===== src/rtl/i2c_master_transfer_sequencer_core_assert.svh =====
// ----------------------------------------------------------------------------
// I2C transfer sequencer assertion macros
// Clocked on clk and disabled while rst_n is low.
// ----------------------------------------------------------------------------
`ifndef I2C_MASTER_TRANSFER_SEQUENCER_CORE_ASSERT_SVH
`define I2C_MASTER_TRANSFER_SEQUENCER_CORE_ASSERT_SVH

// Same-cycle implication.
`define I2CTS_ASSERT_NOW(lbl, ante, cons, msg) \
  lbl: assert property (@(posedge clk) disable iff (!rst_n) (ante) |-> (cons)) \
    else $error(msg);

// Next-cycle implication.
`define I2CTS_ASSERT_NEXT(lbl, ante, cons, msg) \
  lbl: assert property (@(posedge clk) disable iff (!rst_n) (ante) |=> (cons)) \
    else $error(msg);

`endif


===== src/rtl/i2cts_pkg.sv =====
// ----------------------------------------------------------------------------
// i2cts_pkg
// Types and codes shared by the I2C transfer sequencer modules.
// ----------------------------------------------------------------------------
package i2cts_pkg;

  typedef enum logic [2:0] {
    CMD_START_READ  = 3'd0,
    CMD_START_WRITE = 3'd1,
    CMD_BYTE_RX     = 3'd2,
    CMD_TX_READY    = 3'd3,
    CMD_ARB_LOST    = 3'd4,
    CMD_NACK        = 3'd5,
    CMD_UNHANDLED   = 3'd6,
    CMD_TICK        = 3'd7
  } cmd_t;

  typedef enum logic [1:0] {
    MODE_IDLE  = 2'd0,
    MODE_READ  = 2'd1,
    MODE_WRITE = 2'd2
  } mode_t;

  typedef enum logic [2:0] {
    ST_IDLE    = 3'd0,
    ST_BUSY    = 3'd1,
    ST_OK      = 3'd2,
    ST_ARB     = 3'd3,
    ST_NACK    = 3'd4,
    ST_TIMEOUT = 3'd5
  } status_t;

  typedef enum logic [1:0] {
    ACT_NONE  = 2'd0,
    ACT_STORE = 2'd1,
    ACT_SEND  = 2'd2
  } byte_action_t;

  typedef enum logic [1:0] {
    START_NONE = 2'd0,
    START_RX   = 2'd1,
    START_TX   = 2'd2
  } start_t;

  typedef enum logic [1:0] {
    STOP_NONE   = 2'd0,
    STOP_REQ    = 2'd1,
    STOP_CANCEL = 2'd2
  } stop_t;

  localparam logic [15:0] MIN_READ_BYTES  = 16'd2;
  localparam logic [15:0] DEFAULT_TIMEOUT = 16'd35;
  localparam logic [15:0] TICKS_MAX       = 16'hFFFF;

  typedef struct packed {
    logic [2:0]  cmd;
    logic [6:0]  slave_address;
    logic [15:0] byte_count;
    logic [7:0]  rx_data;
    logic [7:0]  tx_data;
    logic        bus_busy;
  } in_item_t;

  typedef struct packed {
    logic [2:0]  status;
    logic [1:0]  byte_action;
    logic [7:0]  bus_byte;
    logic [15:0] buffer_index;
    logic [1:0]  start_request;
    logic [6:0]  target_address;
    logic [1:0]  stop_request;
    logic        recovery_request;
    logic [15:0] error_count;
    logic [15:0] nack_count;
    logic [15:0] arb_loss_count;
    logic [15:0] unhandled_count;
  } result_t;

  // Handshake state of the input register toward the result register.
  typedef struct packed {
    logic valid;
    logic advance;
  } pipe_ctl_t;

endpackage


===== src/rtl/i2cts_ifs.sv =====
// ----------------------------------------------------------------------------
// I2C transfer sequencer channels
// Valid/ready channels for event input, results and the timeout register.
// ----------------------------------------------------------------------------
interface i2cts_in_if;
  logic        valid;
  logic        ready;
  logic [2:0]  cmd;
  logic [6:0]  slave_address;
  logic [15:0] byte_count;
  logic [7:0]  rx_data;
  logic [7:0]  tx_data;
  logic        bus_busy;

  modport source (output valid, cmd, slave_address, byte_count, rx_data, tx_data,
                  bus_busy, input ready);
  modport sink (input valid, cmd, slave_address, byte_count, rx_data, tx_data,
                bus_busy, output ready);
endinterface

interface i2cts_out_if;
  logic        valid;
  logic        ready;
  logic [2:0]  status;
  logic [1:0]  byte_action;
  logic [7:0]  bus_byte;
  logic [15:0] buffer_index;
  logic [1:0]  start_request;
  logic [6:0]  target_address;
  logic [1:0]  stop_request;
  logic        recovery_request;
  logic [15:0] error_count;
  logic [15:0] nack_count;
  logic [15:0] arb_loss_count;
  logic [15:0] unhandled_count;

  modport source (output valid, status, byte_action, bus_byte, buffer_index,
                  start_request, target_address, stop_request, recovery_request,
                  error_count, nack_count, arb_loss_count, unhandled_count,
                  input ready);
  modport sink (input valid, status, byte_action, bus_byte, buffer_index,
                start_request, target_address, stop_request, recovery_request,
                error_count, nack_count, arb_loss_count, unhandled_count,
                output ready);
endinterface

interface i2cts_cfg_if;
  logic        valid;
  logic        ready;
  logic [15:0] timeout_ticks;

  modport source (output valid, timeout_ticks, input ready);
  modport sink (input valid, timeout_ticks, output ready);
endinterface


===== src/rtl/i2cts_in_stage.sv =====
// ----------------------------------------------------------------------------
// i2cts_in_stage
// Input register: captures one event beat and holds it until it moves on.
// ----------------------------------------------------------------------------
module i2cts_in_stage (
  input  logic               clk,
  input  logic               rst_n,
  input  logic               in_valid,
  output logic               in_ready,
  input  i2cts_pkg::in_item_t in_item,
  input  logic               take,
  output i2cts_pkg::pipe_ctl_t ctl,
  output i2cts_pkg::in_item_t item
);
  import i2cts_pkg::*;

  logic     valid_r;
  logic     valid_nxt;
  in_item_t item_r;
  logic     load;

  assign in_ready    = !valid_r || take;
  assign load        = in_valid && in_ready;
  assign valid_nxt   = load || (valid_r && !take);
  assign ctl.valid   = valid_r;
  assign ctl.advance = valid_r && take;
  assign item        = item_r;

  always_ff @(posedge clk) begin
    if (!rst_n) begin
      valid_r <= 1'b0;
    end else begin
      valid_r <= valid_nxt;
    end
  end

  always_ff @(posedge clk) begin
    if (load) begin
      item_r <= in_item;
    end
  end

endmodule


===== src/rtl/i2cts_seq_core.sv =====
// ----------------------------------------------------------------------------
// i2cts_seq_core
// Transfer state, error counters and the result of one event.
// ----------------------------------------------------------------------------
module i2cts_seq_core #(
  parameter int COUNT_WIDTH = 16
) (
  input  logic                 clk,
  input  logic                 rst_n,
  input  i2cts_pkg::pipe_ctl_t ctl,
  input  i2cts_pkg::in_item_t  item,
  input  logic [15:0]          timeout_ticks,
  output i2cts_pkg::result_t   result,
  output i2cts_pkg::mode_t     mode,
  output i2cts_pkg::status_t   status,
  output logic [15:0]          remaining,
  output logic [15:0]          total_errors
);
  import i2cts_pkg::*;

  localparam logic [COUNT_WIDTH-1:0] CNT_MAX = {COUNT_WIDTH{1'b1}};

  mode_t                  mode_r, mode_nxt;
  status_t                status_r, status_nxt;
  logic [15:0]            remain_r, remain_nxt;
  logic [15:0]            pos_r, pos_nxt;
  logic [15:0]            ticks_r, ticks_nxt;
  logic [COUNT_WIDTH-1:0] tot_r, tot_nxt;
  logic [COUNT_WIDTH-1:0] nack_r, nack_nxt;
  logic [COUNT_WIDTH-1:0] arb_r, arb_nxt;
  logic [COUNT_WIDTH-1:0] unh_r, unh_nxt;

  cmd_t        cmd;
  logic [15:0] ticks_inc;
  logic        timed_out;
  logic        failed_read;
  logic [1:0]  tot_inc;
  logic        recover;

  logic [COUNT_WIDTH+15:0] tot_ext, nack_ext, arb_ext, unh_ext;
  logic [COUNT_WIDTH+15:0] tot_cur_ext;

  function automatic logic [COUNT_WIDTH-1:0] sat_add(input logic [COUNT_WIDTH-1:0] c,
                                                    input logic [1:0] inc);
    logic [COUNT_WIDTH:0] s;
    s = {1'b0, c} + {{(COUNT_WIDTH-1){1'b0}}, inc};
    if (s > {1'b0, CNT_MAX}) begin
      sat_add = CNT_MAX;
    end else begin
      sat_add = s[COUNT_WIDTH-1:0];
    end
  endfunction

  assign cmd         = cmd_t'(item.cmd);
  assign ticks_inc   = (ticks_r < TICKS_MAX) ? ticks_r + 16'd1 : ticks_r;
  assign timed_out   = (status_r == ST_BUSY) && (ticks_inc >= timeout_ticks);
  assign failed_read = (mode_r == MODE_READ) && (status_r == ST_BUSY);

  // Recovery is asked for on a busy bus at a start and when a read fails.
  always_comb begin
    case (cmd)
      CMD_START_READ, CMD_START_WRITE: recover = item.bus_busy;
      CMD_ARB_LOST, CMD_NACK:          recover = failed_read;
      CMD_TICK:                        recover = timed_out && (mode_r == MODE_READ);
      default:                         recover = 1'b0;
    endcase
  end

  // Next state.
  always_comb begin
    mode_nxt   = mode_r;
    status_nxt = status_r;
    remain_nxt = remain_r;
    pos_nxt    = pos_r;
    ticks_nxt  = ticks_r;
    nack_nxt   = nack_r;
    arb_nxt    = arb_r;
    unh_nxt    = unh_r;
    tot_inc    = {1'b0, recover};
    case (cmd)
      CMD_START_READ, CMD_START_WRITE: begin
        if (cmd == CMD_START_READ) begin
          mode_nxt   = MODE_READ;
          remain_nxt = (item.byte_count < MIN_READ_BYTES) ? MIN_READ_BYTES
                                                          : item.byte_count;
        end else begin
          mode_nxt   = MODE_WRITE;
          remain_nxt = item.byte_count;
        end
        pos_nxt    = 16'd0;
        ticks_nxt  = 16'd0;
        status_nxt = ST_BUSY;
      end
      CMD_BYTE_RX: begin
        if (mode_r == MODE_READ && remain_r > 16'd1) begin
          remain_nxt = remain_r - 16'd1;
          pos_nxt    = pos_r + 16'd1;
        end else if (mode_r == MODE_READ && remain_r == 16'd1) begin
          remain_nxt = 16'd0;
          status_nxt = ST_OK;
          mode_nxt   = MODE_IDLE;
        end
      end
      CMD_TX_READY: begin
        if (mode_r == MODE_WRITE) begin
          if (remain_r != 16'd0) begin
            pos_nxt    = pos_r + 16'd1;
            remain_nxt = remain_r - 16'd1;
          end else begin
            status_nxt = ST_OK;
            mode_nxt   = MODE_IDLE;
          end
        end
      end
      CMD_ARB_LOST: begin
        arb_nxt    = sat_add(arb_r, 2'd1);
        status_nxt = ST_ARB;
        mode_nxt   = MODE_IDLE;
        tot_inc    = 2'd1 + {1'b0, recover};
      end
      CMD_NACK: begin
        nack_nxt   = sat_add(nack_r, 2'd1);
        status_nxt = ST_NACK;
        mode_nxt   = MODE_IDLE;
        tot_inc    = 2'd1 + {1'b0, recover};
      end
      CMD_UNHANDLED: begin
        unh_nxt = sat_add(unh_r, 2'd1);
        tot_inc = 2'd1;
      end
      CMD_TICK: begin
        if (status_r == ST_BUSY) begin
          ticks_nxt = ticks_inc;
          if (timed_out) begin
            status_nxt = ST_TIMEOUT;
            mode_nxt   = MODE_IDLE;
          end
        end
      end
      default: begin
        tot_inc = 2'd0;
      end
    endcase
    tot_nxt = sat_add(tot_r, tot_inc);
  end

  assign tot_ext  = {16'd0, tot_nxt};
  assign nack_ext = {16'd0, nack_nxt};
  assign arb_ext  = {16'd0, arb_nxt};
  assign unh_ext  = {16'd0, unh_nxt};

  // Result fields.
  always_comb begin
    result                  = '0;
    result.status           = status_nxt;
    result.recovery_request = recover;
    result.error_count      = tot_ext[15:0];
    result.nack_count       = nack_ext[15:0];
    result.arb_loss_count   = arb_ext[15:0];
    result.unhandled_count  = unh_ext[15:0];
    case (cmd)
      CMD_START_READ, CMD_START_WRITE: begin
        result.start_request  = (cmd == CMD_START_READ) ? START_RX : START_TX;
        result.target_address = item.slave_address;
      end
      CMD_BYTE_RX: begin
        if (mode_r == MODE_READ && remain_r != 16'd0) begin
          result.byte_action  = ACT_STORE;
          result.bus_byte     = item.rx_data;
          result.buffer_index = pos_r;
          // Stop goes out with the byte that leaves exactly one to read.
          if (remain_r == 16'd2) begin
            result.stop_request = STOP_REQ;
          end
        end else begin
          result.stop_request = STOP_REQ;
        end
      end
      CMD_TX_READY: begin
        if (mode_r == MODE_WRITE) begin
          if (remain_r != 16'd0) begin
            result.byte_action  = ACT_SEND;
            result.bus_byte     = item.tx_data;
            result.buffer_index = pos_r;
          end else begin
            result.stop_request = STOP_REQ;
          end
        end
      end
      CMD_ARB_LOST: begin
        result.stop_request = STOP_CANCEL;
      end
      CMD_NACK: begin
        result.stop_request = STOP_REQ;
      end
      default: begin
        result.stop_request = STOP_NONE;
      end
    endcase
  end

  always_ff @(posedge clk) begin
    if (!rst_n) begin
      mode_r   <= MODE_IDLE;
      status_r <= ST_IDLE;
      remain_r <= 16'd0;
      pos_r    <= 16'd0;
      ticks_r  <= 16'd0;
      tot_r    <= '0;
      nack_r   <= '0;
      arb_r    <= '0;
      unh_r    <= '0;
    end else if (ctl.advance) begin
      mode_r   <= mode_nxt;
      status_r <= status_nxt;
      remain_r <= remain_nxt;
      pos_r    <= pos_nxt;
      ticks_r  <= ticks_nxt;
      tot_r    <= tot_nxt;
      nack_r   <= nack_nxt;
      arb_r    <= arb_nxt;
      unh_r    <= unh_nxt;
    end
  end

  assign mode         = mode_r;
  assign status       = status_r;
  assign remaining    = remain_r;
  assign tot_cur_ext  = {16'd0, tot_r};
  assign total_errors = tot_cur_ext[15:0];

endmodule


===== src/rtl/i2cts_out_stage.sv =====
// ----------------------------------------------------------------------------
// i2cts_out_stage
// Result register: holds one result beat until the consumer takes it.
// ----------------------------------------------------------------------------
module i2cts_out_stage (
  input  logic                 clk,
  input  logic                 rst_n,
  input  i2cts_pkg::pipe_ctl_t ctl,
  input  i2cts_pkg::result_t   result,
  output logic                 can_load,
  output logic                 out_valid,
  input  logic                 out_ready,
  output i2cts_pkg::result_t   out_result
);
  import i2cts_pkg::*;

  logic    valid_r;
  logic    valid_nxt;
  result_t data_r;

  assign can_load   = !valid_r || out_ready;
  assign valid_nxt  = ctl.advance || (valid_r && !out_ready);
  assign out_valid  = valid_r;
  assign out_result = data_r;

  always_ff @(posedge clk) begin
    if (!rst_n) begin
      valid_r <= 1'b0;
    end else begin
      valid_r <= valid_nxt;
    end
  end

  always_ff @(posedge clk) begin
    if (ctl.advance) begin
      data_r <= result;
    end
  end

endmodule


===== src/rtl/i2c_master_transfer_sequencer_core.sv =====
// ----------------------------------------------------------------------------
// I2C master transfer sequencer
// An event beat passes through the input register and then the result register
// before its result beat can be taken. Throughput: one event per cycle, set by
// the input and result registers, while the result side does not stall.
// Reset (rst_n low, synchronous): idle, counters zero, timeout set to 35.
// ----------------------------------------------------------------------------
`include "i2c_master_transfer_sequencer_core_assert.svh"

module i2c_master_transfer_sequencer_core #(
  parameter int COUNT_WIDTH = 16
) (
  input  logic         clk,
  input  logic         rst_n,
  i2cts_in_if.sink     in_ch,
  i2cts_out_if.source  out_ch,
  i2cts_cfg_if.sink    cfg_ch
);
  import i2cts_pkg::*;

  logic [15:0] timeout_r;
  in_item_t    in_item;
  in_item_t    item;
  pipe_ctl_t   ctl;
  logic        can_load;
  result_t     result;
  result_t     out_result;
  mode_t       mode;
  status_t     status;
  logic [15:0] remaining;
  logic [15:0] total_errors;

  assign cfg_ch.ready = 1'b1;

  always_ff @(posedge clk) begin
    if (!rst_n) begin
      timeout_r <= DEFAULT_TIMEOUT;
    end else if (cfg_ch.valid) begin
      timeout_r <= cfg_ch.timeout_ticks;
    end
  end

  assign in_item.cmd           = in_ch.cmd;
  assign in_item.slave_address = in_ch.slave_address;
  assign in_item.byte_count    = in_ch.byte_count;
  assign in_item.rx_data       = in_ch.rx_data;
  assign in_item.tx_data       = in_ch.tx_data;
  assign in_item.bus_busy      = in_ch.bus_busy;

  i2cts_in_stage u_in_stage (
    .clk      (clk),
    .rst_n    (rst_n),
    .in_valid (in_ch.valid),
    .in_ready (in_ch.ready),
    .in_item  (in_item),
    .take     (can_load),
    .ctl      (ctl),
    .item     (item)
  );

  i2cts_seq_core #(
    .COUNT_WIDTH (COUNT_WIDTH)
  ) u_seq_core (
    .clk           (clk),
    .rst_n         (rst_n),
    .ctl           (ctl),
    .item          (item),
    .timeout_ticks (timeout_r),
    .result        (result),
    .mode          (mode),
    .status        (status),
    .remaining     (remaining),
    .total_errors  (total_errors)
  );

  i2cts_out_stage u_out_stage (
    .clk        (clk),
    .rst_n      (rst_n),
    .ctl        (ctl),
    .result     (result),
    .can_load   (can_load),
    .out_valid  (out_ch.valid),
    .out_ready  (out_ch.ready),
    .out_result (out_result)
  );

  assign out_ch.status           = out_result.status;
  assign out_ch.byte_action      = out_result.byte_action;
  assign out_ch.bus_byte         = out_result.bus_byte;
  assign out_ch.buffer_index     = out_result.buffer_index;
  assign out_ch.start_request    = out_result.start_request;
  assign out_ch.target_address   = out_result.target_address;
  assign out_ch.stop_request     = out_result.stop_request;
  assign out_ch.recovery_request = out_result.recovery_request;
  assign out_ch.error_count      = out_result.error_count;
  assign out_ch.nack_count       = out_result.nack_count;
  assign out_ch.arb_loss_count   = out_result.arb_loss_count;
  assign out_ch.unhandled_count  = out_result.unhandled_count;

  // A transfer is active exactly while the status reads in progress.
  `I2CTS_ASSERT_NOW(a_mode_status, 1'b1, (mode != MODE_IDLE) == (status == ST_BUSY), "mode and status disagree")
  // A read in progress always has at least one byte left.
  `I2CTS_ASSERT_NOW(a_read_remaining, mode == MODE_READ, remaining != 16'd0, "read with no bytes left")
  // A held event beat means the result register is full and stalled.
  `I2CTS_ASSERT_NOW(a_stall_cause, ctl.valid && !ctl.advance, out_ch.valid && !out_ch.ready, "event held without a stall")
  // The total error counter never goes down.
  `I2CTS_ASSERT_NEXT(a_errors_grow, 1'b1, total_errors >= $past(total_errors), "error count decreased")

endmodule


===== src/flat_wrapper.sv =====
// flat-port wrapper written by rule: the top's interface ports become plain ports
module i2c_master_transfer_sequencer_core_flat import i2cts_pkg::*;
#(
  parameter int COUNT_WIDTH = 16
)
  (clk, rst_n, in_ch_valid, in_ch_cmd, in_ch_slave_address, in_ch_byte_count, in_ch_rx_data, in_ch_tx_data, in_ch_bus_busy, in_ch_ready, out_ch_valid, out_ch_status, out_ch_byte_action, out_ch_bus_byte, out_ch_buffer_index, out_ch_start_request, out_ch_target_address, out_ch_stop_request, out_ch_recovery_request, out_ch_error_count, out_ch_nack_count, out_ch_arb_loss_count, out_ch_unhandled_count, out_ch_ready, cfg_ch_valid, cfg_ch_timeout_ticks, cfg_ch_ready);
  i2cts_in_if in_ch_i ();
  i2cts_out_if out_ch_i ();
  i2cts_cfg_if cfg_ch_i ();
  input  logic clk;
  input  logic rst_n;
  input wire logic [$bits(in_ch_i.valid)-1:0] in_ch_valid;
  input wire logic [$bits(in_ch_i.cmd)-1:0] in_ch_cmd;
  input wire logic [$bits(in_ch_i.slave_address)-1:0] in_ch_slave_address;
  input wire logic [$bits(in_ch_i.byte_count)-1:0] in_ch_byte_count;
  input wire logic [$bits(in_ch_i.rx_data)-1:0] in_ch_rx_data;
  input wire logic [$bits(in_ch_i.tx_data)-1:0] in_ch_tx_data;
  input wire logic [$bits(in_ch_i.bus_busy)-1:0] in_ch_bus_busy;
  output wire logic [$bits(in_ch_i.ready)-1:0] in_ch_ready;
  output wire logic [$bits(out_ch_i.valid)-1:0] out_ch_valid;
  output wire logic [$bits(out_ch_i.status)-1:0] out_ch_status;
  output wire logic [$bits(out_ch_i.byte_action)-1:0] out_ch_byte_action;
  output wire logic [$bits(out_ch_i.bus_byte)-1:0] out_ch_bus_byte;
  output wire logic [$bits(out_ch_i.buffer_index)-1:0] out_ch_buffer_index;
  output wire logic [$bits(out_ch_i.start_request)-1:0] out_ch_start_request;
  output wire logic [$bits(out_ch_i.target_address)-1:0] out_ch_target_address;
  output wire logic [$bits(out_ch_i.stop_request)-1:0] out_ch_stop_request;
  output wire logic [$bits(out_ch_i.recovery_request)-1:0] out_ch_recovery_request;
  output wire logic [$bits(out_ch_i.error_count)-1:0] out_ch_error_count;
  output wire logic [$bits(out_ch_i.nack_count)-1:0] out_ch_nack_count;
  output wire logic [$bits(out_ch_i.arb_loss_count)-1:0] out_ch_arb_loss_count;
  output wire logic [$bits(out_ch_i.unhandled_count)-1:0] out_ch_unhandled_count;
  input wire logic [$bits(out_ch_i.ready)-1:0] out_ch_ready;
  input wire logic [$bits(cfg_ch_i.valid)-1:0] cfg_ch_valid;
  input wire logic [$bits(cfg_ch_i.timeout_ticks)-1:0] cfg_ch_timeout_ticks;
  output wire logic [$bits(cfg_ch_i.ready)-1:0] cfg_ch_ready;
  assign in_ch_i.valid = in_ch_valid;
  assign in_ch_i.cmd = in_ch_cmd;
  assign in_ch_i.slave_address = in_ch_slave_address;
  assign in_ch_i.byte_count = in_ch_byte_count;
  assign in_ch_i.rx_data = in_ch_rx_data;
  assign in_ch_i.tx_data = in_ch_tx_data;
  assign in_ch_i.bus_busy = in_ch_bus_busy;
  assign in_ch_ready = in_ch_i.ready;
  assign out_ch_valid = out_ch_i.valid;
  assign out_ch_status = out_ch_i.status;
  assign out_ch_byte_action = out_ch_i.byte_action;
  assign out_ch_bus_byte = out_ch_i.bus_byte;
  assign out_ch_buffer_index = out_ch_i.buffer_index;
  assign out_ch_start_request = out_ch_i.start_request;
  assign out_ch_target_address = out_ch_i.target_address;
  assign out_ch_stop_request = out_ch_i.stop_request;
  assign out_ch_recovery_request = out_ch_i.recovery_request;
  assign out_ch_error_count = out_ch_i.error_count;
  assign out_ch_nack_count = out_ch_i.nack_count;
  assign out_ch_arb_loss_count = out_ch_i.arb_loss_count;
  assign out_ch_unhandled_count = out_ch_i.unhandled_count;
  assign out_ch_i.ready = out_ch_ready;
  assign cfg_ch_i.valid = cfg_ch_valid;
  assign cfg_ch_i.timeout_ticks = cfg_ch_timeout_ticks;
  assign cfg_ch_ready = cfg_ch_i.ready;
  i2c_master_transfer_sequencer_core #(.COUNT_WIDTH(COUNT_WIDTH)) u_core (.clk(clk), .rst_n(rst_n), .in_ch(in_ch_i), .out_ch(out_ch_i), .cfg_ch(cfg_ch_i));
endmodule

===== config.mk =====
export PLATFORM = sky130hd
export DESIGN_NAME = i2c_master_transfer_sequencer_core_flat
export DESIGN_NICKNAME = d
export VERILOG_FILES = /design/src/rtl/i2cts_pkg.sv /design/src/rtl/i2cts_ifs.sv /design/src/rtl/i2cts_in_stage.sv /design/src/rtl/i2cts_seq_core.sv /design/src/rtl/i2cts_out_stage.sv /design/src/rtl/i2c_master_transfer_sequencer_core.sv /design/src/flat_wrapper.sv
export VERILOG_INCLUDE_DIRS = /design/src /design/src/rtl
export SDC_FILE = /design/constraint.sdc
export NUM_CORES = 1
export LEC_CHECK = 0
export BUFFER_PORTS_ARGS = -buffer_cell sky130_fd_sc_hd__clkbuf_2
export CORE_UTILIZATION = 59
export CTS_CLUSTER_DIAMETER = 100
export DETAILED_ROUTE_END_ITERATION = 10
export PLACE_DENSITY = 0.81
export REMOVE_ABC_BUFFERS = 1
export SLEW_MARGIN = 0
export SYNTH_ARGS = -nofsm -noshare
export SYNTH_HDL_FRONTEND = slang
export SYNTH_SLANG_ARGS = --single-unit

===== constraint.sdc =====
create_clock -name clk -period 7.68 [get_ports clk]
set_clock_uncertainty 0.05 [all_clocks]
set_input_delay 0.768 -clock clk [delete_from_list [all_inputs] [get_ports clk]]
set_output_delay 0.768 -clock clk [all_outputs]
set_load 0.02 [all_outputs]

Yosys cells after proc, flatten, opt, wreduce, memory -nomap -nowiden --
Cells that the tools add are included.
Storage, ports and cells: register bits after elaboration 283, bits in latches 0, RAM bits 0, bits in read-only memories 0, bits of input ports 64, output and inout bits 108, word-level logic and storage cells 143, memories kept 0
Operators by class: add/sub/neg operators 8, multipliers 0, div/mod/pow operators 0, $lt $le $gt $ge 8, eq/ne operators 21, shift-type cells 0, multiplexer cells 47, bitwise operators 0, reduce and logical (&&, ||, !) cells 29
Operator list (number):
- $mux 16 | 18
- $pmux 16 s3 | 2
- $gt 17x16->1 const B | 4
- $mux 26 | 2
- $pmux 26 s2 | 1
- $add 16x1->17 const B | 3
- $add 16x1->16 const B | 2
- $pmux 16 s2 | 1
- $mux 25 | 1
- $mux 3 | 6
- $pmux 3 s6 | 1
- $add 16x2->17 | 1
- $eq 16x1->1 const B | 1
- $eq 16x2->1 const B | 1
- $ge 16x16->1 | 1
- $gt 16x1->1 const B | 1
- $lt 16x16->1 const B | 1
- $lt 16x2->1 const B | 1
- $mux 2 | 8
- $ne 2x2->1 const B | 8
- $reduce_bool 16->1 | 1
- $sub 16x1->16 const B | 1
- $eq 3x3->1 const B | 4
- $logic_and 1x1->1 | 10
- other kinds (21) | 33

Depth between registers and ports, before layout --
Gate-level depths: netlist of the first run.
depth in word-level cells 11, depth in mapped cells 24

Hierarchy --
A second synthesis of the first run with hierarchy kept.
Second synthesis, totals: cells, all modules 1419, area, all modules 13813.2 um^2
Modules (own cells, without submodules):
- i2cts_seq_core | times used 1, cells each 1207, area an instance 8628.3 um^2
- i2cts_out_stage | times used 1, cells each 109, area an instance 3201.8 um^2
- i2cts_in_stage | times used 1, cells each 50, area an instance 1363.8 um^2
- i2c_master_transfer_sequencer_core | times used 1, cells each 53, area an instance 619.3 um^2

Worst setup path before layout of the first run --
No wires, ideal clock.
path type reg-to-reg, start register u_core.u_seq_core.ticks_r[0], end register u_core.u_seq_core.tot_r[11], in the netlist u_core.u_seq_core.total_errors[11], data arrival time 5378 ps, required time 7533 ps, setup slack 2155 ps, stages on the path, launching flop included 23, buffers on the path 2, path through dfxtp_1 -> ha_1 -> nand2_1 -> or3_1 -> or2_2 -> clkbuf_1 -> nand3_1 -> ha_1 -> a21o_1 -> o31a_1 -> a311oi_1 -> a21oi_1 -> o21ai_0 -> mux2i_1 -> ha_1 -> fa_1 -> nand3_1 -> or4_1 -> or2_1 -> buf_2 -> o21ai_0 -> a21oi_1 -> a311oi_1
Between the ends: longest elaborated chain between the ends 11, elaborated cells on any way between the ends 12, classes of those cells add/sub (3); order compare (3); mux (4); reduce/logical (2)
RTL lines:
- from (decl) | line i2cts_seq_core.sv:27 | logic [15:0] ticks_r, ticks_nxt;
- from (signal assigned) | line i2cts_seq_core.sv:218 | ticks_r <= ticks_nxt;
- $add 16x1->16 or $lt 16x16->1 (tied branches) | line i2cts_seq_core.sv:55 | assign ticks_inc = (ticks_r < TICKS_MAX) ? ticks_r + 16'd1 : ticks_r;
- $mux 16 (*) | line i2cts_seq_core.sv:55
- $ge 16x16->1 (*) | line i2cts_seq_core.sv:56 | assign timed_out = (status_r == ST_BUSY) && (ticks_inc >= timeout_ticks);
- $logic_and 1x1->1 (*) | line i2cts_seq_core.sv:56
- $logic_and 1x1->1 (*) | line i2cts_seq_core.sv:64 | CMD_TICK: recover = timed_out && (mode_r == MODE_READ);
- $pmux 1 s3 (*) | line i2cts_seq_core.sv:61 | case (cmd)
- $add 1x1->2 | line i2cts_seq_core.sv:119, i2cts_seq_core.sv:125
- $pmux 2 s2 (*) | line i2cts_seq_core.sv:80 | case (cmd)
- $add 16x2->17 (*) | line i2cts_seq_core.sv:46 | s = {1'b0, c} + {{(COUNT_WIDTH-1){1'b0}}, inc};
- $gt 17x16->1 | line i2cts_seq_core.sv:47 | if (s > {1'b0, CNT_MAX}) begin
- $mux 16 (*) | line i2cts_seq_core.sv:47
- to (signal assigned) | line i2cts_seq_core.sv:219 | tot_r <= tot_nxt;
- to (decl) | line i2cts_seq_core.sv:28 | logic [COUNT_WIDTH-1:0] tot_r, tot_nxt;
Mark *: on every way between the ends. The rest lies on a longest branch, timed or not. A chain may end at the register's enable or synchronous reset.

Worst setup path after layout of the first run --
start register u_core.u_seq_core.ticks_r[0], end register u_core.u_seq_core.tot_r[9], in the netlist u_core.u_seq_core.total_errors[9]
The elaborated chain is that of the path after synthesis.

==> results of run 1 <==
==> area by class of cell <==
type                       instances  area share
sequential                       283       0.443
multi-input combinational       1033       0.394
timing repair buffer             183      0.0588
clock buffer                      33      0.0486
tap                              319      0.0248
clock inverter                    23      0.0191
inverter                          48      0.0113
==> worst min path at each step <==
stage	from	to	slack, ps
floorplan	u_core.u_seq_core.pos_r[15]	u_core.u_seq_core.pos_r[15]	390
global placement	u_core.u_seq_core.total_errors[0]	u_core.u_seq_core.total_errors[0]	400
detailed placement	u_core.u_seq_core.total_errors[0]	u_core.u_seq_core.total_errors[0]	410
CTS	in_ch_bus_busy	u_core.u_in_stage.item[0]	320
global route	in_ch_slave_address[6]	u_core.u_in_stage.item[39]	320
finish	in_ch_rx_data[5]	u_core.u_in_stage.item[14]	340
==> through the flow <==
step                      hold slack, ps  area (um2)
after CTS                            320       16100
final                                342       16100
after global routing                 320       16100
after detailed placement             405       15000
after floorplan                      389       13700
after global placement               399       15000
==> worst max-delay path: cells and delay by family (launching register included) <==
kind / cells / cell delay, ps
multiplexers: 1 / 280
adder cells (fa/ha/maj): 4 / 1050
AO/OA/AOI/OAI: 7 / 1930
XOR/XNOR: 1 / 210
AND/OR/NAND/NOR: 7 / 2440
flip-flops: 1 / 430
==> power by group <==
part | switching (uW) | total, uW | internal [uW]
Combinational | 166 | 241 | 75.0
Clock | 601 | 1570 | 973
Sequential | 25.2 | 1670 | 1640
==> flip-flops by register name (all words and copies together) (netlist names), 3 cells and up <==
register,cells
u_core.u_seq_core.remaining,16
u_core.u_seq_core.ticks_r,16
u_core.u_out_stage.out_result,105
u_core.u_seq_core.pos_r,16
u_core.u_in_stage.item,43
u_core.u_seq_core.total_errors,16
u_core.u_seq_core.arb_r,16
u_core.timeout_r,16
u_core.u_seq_core.unh_r,16
u_core.u_seq_core.nack_r,16
u_core.u_seq_core.status,3
==> layout by cell type, fill, tap and decap left out, drive strengths merged, types with 11 or more instances in the layout <==
cell | synthesis | final
clkinv | 0 | 11
and3 | 33 | 33
a21oi | 121 | 121
nor4 | 21 | 21
or4 | 11 | 11
o21a | 11 | 11
o21ai | 79 | 79
nor2 | 107 | 107
a31oi | 46 | 46
a311oi | 17 | 17
mux2i | 18 | 18
dfxtp | 135 | 135
edfxtp | 148 | 148
a211oi | 21 | 21
buf | 21 | 13
nand2b | 12 | 12
nand4 | 23 | 23
nand2 | 130 | 130
and2 | 47 | 47
inv | 48 | 50
xnor2 | 22 | 22
a22o | 15 | 15
clkbuf | 74 | 203
nor3 | 50 | 50
ha | 32 | 32
nand3 | 60 | 60
==> layer usage <==
metal	up-vias	global-route usage
li1	5695	-
met1	5539	0.358
met2	431	0.460
met3	53	0.0421
met4	0	0.0780
met5	-	0
==> logic make-up (layout without fill, tap and decap cells) <==
| family | after synthesis | count (layout) | synth area share |
|---|---|---|---|
| AO/OA/AOI/OAI | 400 | 400 | 0.186 |
| XOR/XNOR | 30 | 30 | 0.0187 |
| adder cells (fa/ha/maj) | 33 | 33 | 0.0299 |
| buffers and inverters | 143 | 287 | 0.0414 |
| flip-flops | 283 | 283 | 0.508 |
| multiplexers | 22 | 22 | 0.0160 |
| other | 1 | 1 | 0.000267 |
| AND/OR/NAND/NOR | 547 | 547 | 0.200 |
==> impl_metrics.json, run 1 <==
{
  "worstRegToRegCells": 20,
  "drt-met1-wl_um": 14100,
  "first_iter_violations": 1023,
  "fillerInstances": 1886,
  "dieArea_um2": 24500,
  "postCtsSetupRepairBufs": 0,
  "synth.top_cells.by_count": "edfxtp_1 (148), dfxtp_1 (135), nand2_1 (130), a21oi_1 (121), nor2_1 (107)",
  "path_class": "reg -> reg",
  "grt_pass1_vias": 10837,
  "final_core_util": 0.689,
  "synth_ff_type": "edfxtp_1",
  "max_stage_delay_ps": 580,
  "core_area_um2": 23400,
  "grt_pass1_wl_um": 53600,
  "r2r_setup_slack_ps": 1190,
  "cts_max_path_buffers": 3,
  "wirelength_um": 33000,
  "cts_tree": "built",
  "dp_slack_ps": 1370,
  "synth_cell_types": 79,
  "worstPathArrival_ps": 6890,
  "root_buffer": "clkbuf_16",
  "drc": 0,
  "synth-seq-area-share": 0.508,
  "r2r-start": "u_core.u_seq_core.ticks_r[0]",
  "start_util": 0.601,
  "startpoint": "u_core.u_seq_core.ticks_r[0]",
  "synthCells": 1459,
  "ios": 172,
  "crit_path_frequent_cell": "ha_1",
  "ys_seq_elements": 283,
  "cap_violations": 0,
  "period_minus_slack_ps": 6490,
  "worstMarginPinSlew_ps": 1090,
  "synth_area_leader_cell": "edfxtp_1",
  "n_antenna_cell": 0,
  "final.setup.tns_ps": 0,
  "regArea_um2": 7150,
  "final_cells": 1922,
  "synth_top_area_frac": 0.316,
  "dr_wl_met2_um": 16100,
  "place.port_buffers": 170,
  "worstPathMaxFanout": 21,
  "yosys-top-cells-area": "edfxtp_1 (32%), dfxtp_1 (19%), a21oi_1 (4.3%)",
  "powerDensity_nw_per_um2": 216,
  "grt_antenna_before_repair": 0,
  "crit_path_end": "u_core.u_seq_core.total_errors[9]",
  "placedCellCount": 1866,
  "place.gp.congestion": 0.927,
  "worstPathCellList": "ha_1 -> nand2_1 -> or3_1 -> o21ai_1 -> nor2_1 -> xnor2_1 -> ha_1 -> a41o_1 -> a21oi_1 -> o2111a_1 -> a21oi_1 -> o21ai_0 -> mux2i_1 -> ha_1 -> fa_1 -> nand3_1 -> or4_1 -> or2_1 -> and2_1 -> a311oi_1",
  "vias": 11718,
  "startpoint_type": "register",
  "avgSynthCellArea_um2": 9.64,
  "leakagePower_uw": 0.00591,
  "endpoint_kind": "register",
  "status": "finished, final reports clean",
  "finalCritPeriodShare": 0.845,
  "die_w_um": 156,
  "synthArstFlopShare": 0,
  "yosysMostFrequentCell": "edfxtp_1",
  "dr.pass1.iters": 6,
  "finalSetupViolCount": 0,
  "wl_met3_um": 2030,
  "area_growth_pct": 14.6,
  "ant_nets": 0,
  "dp_hpwl_um": 22000,
  "r2r-end": "u_core.u_seq_core.total_errors[9]",
  "die_h_um": 156,
  "clkLatencyLatePin_ps": 550,
  "ir_drop_uv": 190,
  "top_layer": "met4",
  "drive_gt1_frac": 0.170,
  "finalHoldViolations": 0,
  "holdPathStages": 1,
  "critPathSlowestCell": "or4_1",
  "holdCritPathClass": "in -> reg",
  "grt_overflow": 0,
  "synthesis.area_um2": 14100,
  "finalPower_uw": 3480,
  "vias_per_cell": 6.10,
  "maxClockFrequency_mhz": 154,
  "cts-hold-fix-buffers": 0,
  "cts-resized-gates": 0,
  "grt_max_degree": 83,
  "wl_per_cell_um": 17.1,
  "synth_edf_count": 148,
  "cts_sinks": 283,
  "yosysWarnings": 0,
  "cts_buffers": 30,
  "htreeDepth": 1,
  "clk_pin_slew_ps": 60,
  "multi_input_area_um2": 6350,
  "fin_ws_ps": 1190,
  "rows": 56,
  "track_usage": 0.271,
  "relSlewSlack": 0.271,
  "finalMaxSlewViolations": 0,
  "fin_nets": 1676,
  "rsz0062_at_grt": "no",
  "crit_required_ps": 8090
}
Power figures use the tool's default switching activity.
==> inputs of run 2 (changes only) <==
--- a/config.mk
+++ b/config.mk
@@ -6,6 +6,7 @@
 export SDC_FILE = /design/constraint.sdc
 export NUM_CORES = 1
 export LEC_CHECK = 0
+export ABC_AREA = 1
 export BUFFER_PORTS_ARGS = -buffer_cell sky130_fd_sc_hd__clkbuf_2
 export CORE_UTILIZATION = 59
 export CTS_CLUSTER_DIAMETER = 100
==> constraint.sdc (replaced) <==
create_clock -name clk -period 6.12 [get_ports clk]
set_clock_uncertainty 0.05 [all_clocks]
set_input_delay 0.612 -clock clk [delete_from_list [all_inputs] [get_ports clk]]
set_output_delay 0.612 -clock clk [all_outputs]
set_load 0.02 [all_outputs]
==> run 2 against run 1 <==
Effect of this change: via count rose by 4.9%; core utilization rose by 0.41 points; cell count rose by 20%; critical path depth rose by 9; sequential power rose by 31%; global-route usage fell by 2.0 points; largest power group unchanged; highest routed layer unchanged.
==> impl_metrics.json, run 2 <==
{
  "power.share.switching": 0.243,
  "clkLatencyLatePin_ps": 560,
  "track_usage": 0.251,
  "final_cells": 2313,
  "yosysMostFrequentCell": "nand2_1",
  "clk_pin_slew_ps": 60,
  "relSlewSlack": 0.233,
  "max_stage_delay_ps": 390,
  "drc": 0,
  "fillerInstances": 1932,
  "crit_buf_inv": 3,
  "path_delay_family": "simple AND/OR/NAND/NOR gates",
  "n_antenna_cell": 0,
  "holdCritPathClass": "in -> reg",
  "postCtsSetupRepairBufs": 0,
  "finalMaxSlewViolations": 0,
  "synth_area_leader_cell": "edfxtp_1",
  "worstPathArrival_ps": 5880,
  "final_core_util": 0.693,
  "cts_tree": "built",
  "maxClockFrequency_mhz": 184,
  "layout_common_cells": "nand2_1 (362), inv_1 (254), nor2_1 (187)",
  "placedCellCount": 2257,
  "synth_edf_count": 148,
  "finalCritPeriodShare": 0.888,
  "regArea_um2": 7150,
  "synth_ff_type": "edfxtp_1",
  "dieArea_um2": 25700,
  "vias_per_cell": 5.32,
  "crit_required_ps": 6570,
  "ys_seq_elements": 283,
  "grt_antenna_before_repair": 0,
  "period_minus_slack_ps": 5430,
  "grt_overflow": 0,
  "yosys-top-cells-area": "edfxtp_1 (30%), dfxtp_1 (18%), nand2_1 (9.2%)",
  "synth_cell_types": 46,
  "status": "finished, final reports clean",
  "synth_top_area_frac": 0.301,
  "worstMarginPinSlew_ps": 1140,
  "cap_violations": 0,
  "first_iter_violations": 858,
  "final.setup.tns_ps": 0,
  "startpoint_type": "register",
  "intPower_uw": 3610,
  "start_util": 0.603,
  "ios": 172,
  "cts_max_path_buffers": 3,
  "synth-seq-area-share": 0.484,
  "endpoint_kind": "register",
  "rows": 57,
  "leakagePower_uw": 0.00760,
  "wirelength_um": 32300,
  "finalSetupViolCount": 0,
  "largest_reg_flops": 105,
  "wl_per_cell_um": 14.0,
  "worstPathMaxFanout": 18,
  "htreeDepth": 1,
  "critPathSlowestCell": "dfxtp_1",
  "power.share.clock": 0.438,
  "dp_slack_ps": 660,
  "rsz0062_at_grt": "no",
  "grt_pass1_vias": 11441,
  "pwr-share-comb": 0.105,
  "fin_nets": 2062,
  "die_h_um": 160,
  "ant_nets": 0,
  "cts_sinks": 283,
  "fin_ws_ps": 688,
  "root_buffer": "clkbuf_16",
  "cts_buffers": 30,
  "multi_input_area_um2": 6320,
  "grt_pass1_wl_um": 53400,
  "die_w_um": 160,
  "synthCells": 1816,
  "place.port_buffers": 170,
  "core_area_um2": 24500,
  "vias": 12296,
  "avgSynthCellArea_um2": 8.13,
  "grt_max_degree": 81,
  "switchingPower_uw": 1160,
  "synthArstFlopShare": 0,
  "layout_commonest_cell": "nand2_1",
  "yosysWarnings": 0,
  "area_growth_pct": 14.8,
  "dr.pass1.iters": 5,
  "dp_hpwl_um": 22500,
  "drive_gt1_frac": 0.181,
  "ir_drop_uv": 222,
  "synth.top_cells.by_count": "nand2_1 (362), inv_1 (255), nor2_1 (187), edfxtp_1 (148), dfxtp_1 (135)",
  "finalHoldViolations": 0,
  "powerDensity_nw_per_um2": 281,
  "path_class": "reg -> reg",
  "place.gp.congestion": 0.881,
  "p_seq_frac": 0.457,
  "synthesis.area_um2": 14800
}
run 2: routing by layer:
| metal | vias up | GRT usage | wire length, um |
|---|---|---|---|
| met4 | 0 | 0.0952 | 1140 |
| met2 | 346 | 0.426 | 15400 |
| met3 | 75 | 0.0288 | 1530 |
| li1 | 6270 | - | - |
| met1 | 5605 | 0.328 | 14200 |
| met5 | - | 0 | 0 |
run 2: through the flow:
step | power, uW | hold slack (ps) | area, um2
floorplan | 2560 | 385 | 14500
global placement | 2700 | 398 | 15800
detailed placement | 2710 | 407 | 15800
CTS | 4790 | 157 | 16900
global route | 4950 | 150 | 16900
finish | 4760 | 171 | 16900
run 2: layout make-up:
cell class | count | share of cell area
clock buffer | 38 | 0.0490
clock inverter | 18 | 0.0191
inverter | 269 | 0.0599
multi-input combinational | 1203 | 0.373
sequential | 283 | 0.422
tap | 324 | 0.0239
timing repair buffer | 178 | 0.0537
run 2: kinds of logic (layout without fill, tap and decap cells):
family / Yosys count / after routing / share of synthesized area
other cells: 1 / 1 / 0.000254
buf+inv: 330 / 503 / 0.0887
simple gates: 828 / 828 / 0.260
xor+xnor: 46 / 46 / 0.0273
flops: 283 / 283 / 0.484
fa+ha+maj: 33 / 33 / 0.0285
compound gates: 295 / 295 / 0.112
run 2: worst paths after layout:
kind	startpoint	to	slack, ps	cells after the start
worst max register to register	u_core.u_seq_core.ticks_r[0]	u_core.u_seq_core.total_errors[8]	690	29
worst max-delay path	u_core.u_seq_core.ticks_r[0]	u_core.u_seq_core.total_errors[8]	690	29
worst min-delay path	in_ch_slave_address[4]	u_core.u_in_stage.item[37]	170	1
worst min register to register	u_core.timeout_r[4]	u_core.timeout_r[4]	420	2
run 2: what timing repair did:
item	CTS	global route
setup endpoints to repair	0	21
hold buffers	0	0
gates resized for setup	0	1
run 2: power groups by stage:
| stage | Clock (uW) | Combinational [uW] | Sequential [uW] |
|---|---|---|---|
| 2_1_floorplan | 0 | 314 | 2250 |
| 6_report | 2090 | 502 | 2180 |
| 3_3_place_gp | 0 | 485 | 2210 |
| 3_5_place_dp | 0 | 499 | 2210 |
| 5_1_grt | 2200 | 568 | 2190 |
| 4_1_cts | 2120 | 503 | 2170 |
run 2: worst register-to-register path, delay by kind of cell, from the launching register on:
family,cells,cell delay (ps)
AO/OA/AOI/OAI,5,760
adder cells (fa/ha/maj),4,980
buffers and inverters,3,450
flip-flops,1,390
AND/OR/NAND/NOR,17,2710
==> inputs of run 3 (changes only) <==
--- a/config.mk
+++ b/config.mk
@@ -6,7 +6,6 @@
 export SDC_FILE = /design/constraint.sdc
 export NUM_CORES = 1
 export LEC_CHECK = 0
-export ABC_AREA = 1
 export BUFFER_PORTS_ARGS = -buffer_cell sky130_fd_sc_hd__clkbuf_2
 export CORE_UTILIZATION = 59
 export CTS_CLUSTER_DIAMETER = 100
==> run 3 against run 2 <==
Effect of this change: hold slack improved by 5.4 ps; register-to-register slack got worse by 200 ps; first-iteration DRC count rose by 8.4%; die area fell by 4.6%; cell count fell by 17%; worst setup slack got worse by 200 ps; clock power fell by 14%; sequential power fell by 4%; largest cell class unchanged.
==> impl_metrics.json, run 3 (synthesis gave the netlist of run 1 again) <==
{
  "grt_use_met1": 0.354,
  "wl_per_cell_um": 17.1,
  "max_stage_delay_ps": 580,
  "htreeDepth": 1,
  "area_growth_pct": 14.1,
  "ant_nets": 0,
  "cap_violations": 0,
  "finalCritPeriodShare": 0.920,
  "die_w_um": 156,
  "ios": 172,
  "largest_reg_flops": 105,
  "ir_drop_uv": 251,
  "grt_pass1_wl_um": 52600,
  "power.share.clock": 0.428,
  "period_minus_slack_ps": 5630,
  "vias_per_cell": 6.05,
  "dieArea_um2": 24500,
  "grt_use_met2": 0.444,
  "final.setup.tns_ps": 0,
  "multi_input_area_um2": 6360,
  "finalHoldViolations": 0,
  "worstPathCellList": "ha_1 -> nand2_1 -> or3_1 -> or2_2 -> nand4_1 -> xnor2_1 -> ha_1 -> a41o_1 -> a21oi_1 -> o2111a_1 -> a21oi_1 -> o21ai_2 -> mux2i_1 -> ha_1 -> fa_2 -> nand3_1 -> or4_1 -> or2_4 -> and2_2 -> a311oi_1",
  "grt_pass1_vias": 10574,
  "root_buffer": "clkbuf_16",
  "track_usage": 0.267,
  "worstMarginPinSlew_ps": 1200,
  "critPathSlowestCell": "or4_1",
  "place.gp.congestion": 0.923,
  "grt_max_degree": 78,
  "crit_buf_inv": 0,
  "status": "finished, final reports clean",
  "dr.pass1.iters": 7,
  "cts-hold-fix-buffers": 0,
  "drive_gt1_frac": 0.168,
  "worstPathMaxFanout": 11,
  "grt_overflow": 0,
  "die_h_um": 156,
  "path_class": "reg -> reg",
  "use_met3": 0.0426,
  "drc": 0,
  "wirelength_um": 32900,
  "dp_slack_ps": 206,
  "place.port_buffers": 170,
  "cts_max_path_buffers": 3,
  "crit_required_ps": 6530,
  "rsz0062_at_grt": "no",
  "grt.busiest_layer": "met2",
  "hold-worst-slack_ps": 176,
  "intPower_uw": 3230,
  "cts_sinks": 283,
  "clk_pin_slew_ps": 60,
  "finalMaxSlewViolations": 0,
  "switchingPower_uw": 968,
  "n_antenna_cell": 0,
  "power.share.switching": 0.231,
  "powerDensity_nw_per_um2": 261,
  "first_iter_violations": 930,
  "cts_tree": "built",
  "layout_commonest_cell": "clkbuf_2",
  "startpoint_type": "register",
  "cts_buffers": 30,
  "start_util": 0.601,
  "p_seq_frac": 0.499,
  "vias": 11664,
  "clkLatencyLatePin_ps": 560,
  "grt_antenna_before_repair": 0,
  "crit_path_frequent_cell": "ha_1",
  "maxClockFrequency_mhz": 178,
  "finalPower_uw": 4190,
  "holdCritPathClass": "in -> reg",
  "regArea_um2": 7150,
  "fin_ws_ps": 487,
  "pwr-share-comb": 0.072,
  "dp_hpwl_um": 22000,
  "worstPathArrival_ps": 6040,
  "relSlewSlack": 0.197,
  "endpoint_kind": "register",
  "path_delay_family": "simple AND/OR/NAND/NOR gates",
  "rows": 56,
  "fin_nets": 1682,
  "core_area_um2": 23400,
  "leakagePower_uw": 0.00588,
  "fillerInstances": 1872,
  "layout_common_cells": "clkbuf_2 (170), edfxtp_1 (148), dfxtp_1 (135)",
  "finalSetupViolCount": 0
}
[run 3: final timing paths]
path,startpoint,depth (start not counted),slack [ps],to
worst max-delay path,u_core.u_seq_core.ticks_r[0],20,490,u_core.u_seq_core.total_errors[7]
worst min-delay path,in_ch_slave_address[4],1,180,u_core.u_in_stage.item[37]
worst max register to register,u_core.u_seq_core.ticks_r[0],20,490,u_core.u_seq_core.total_errors[7]
worst min register to register,u_core.u_seq_core.total_errors[0],2,410,u_core.u_seq_core.total_errors[0]
[run 3: power by group through the flow]
stage | clock (uW) | sequential (uW) | combinational [uW]
floorplan | 0 | 2170 | 139
global placement | 0 | 2130 | 294
detailed placement | 0 | 2130 | 299
CTS | 1820 | 2090 | 301
global route | 1890 | 2100 | 329
finish | 1800 | 2090 | 302
[run 3: layout make-up]
class | count | area share
clock inverters | 16 | 0.00904
inverters | 48 | 0.0114
multi-input cells | 1033 | 0.396
repair buffers | 189 | 0.0619
flip-flops and latches | 283 | 0.445
clock buffers | 40 | 0.0517
well taps | 319 | 0.0249
[run 3: routing by layer]
metal,up-vias,part of all wire,wire [um]
li1,5689,-,-
met1,5489,0.43,14100
met2,414,0.48,15800
met3,72,0.062,2030
met4,0,0.029,967
met5,-,0,0
[run 3: repair_timing]
item                                    4_1_cts  5_1_grt
setup buffers                                 0        2
endpoints found under the hold margin         0        0
gates resized for setup                       0        5
endpoints found under the setup margin        0       13
[run 3: metrics by stage]
step / instances / util / cell area, um2
floorplan: 1364 / - / 13700
global placement: 1870 / 0.643 / 15100
detailed placement: 1870 / 0.643 / 15100
CTS: 1926 / 0.685 / 16000
global route: 1928 / 0.686 / 16100
finish: 1928 / 0.686 / 16100
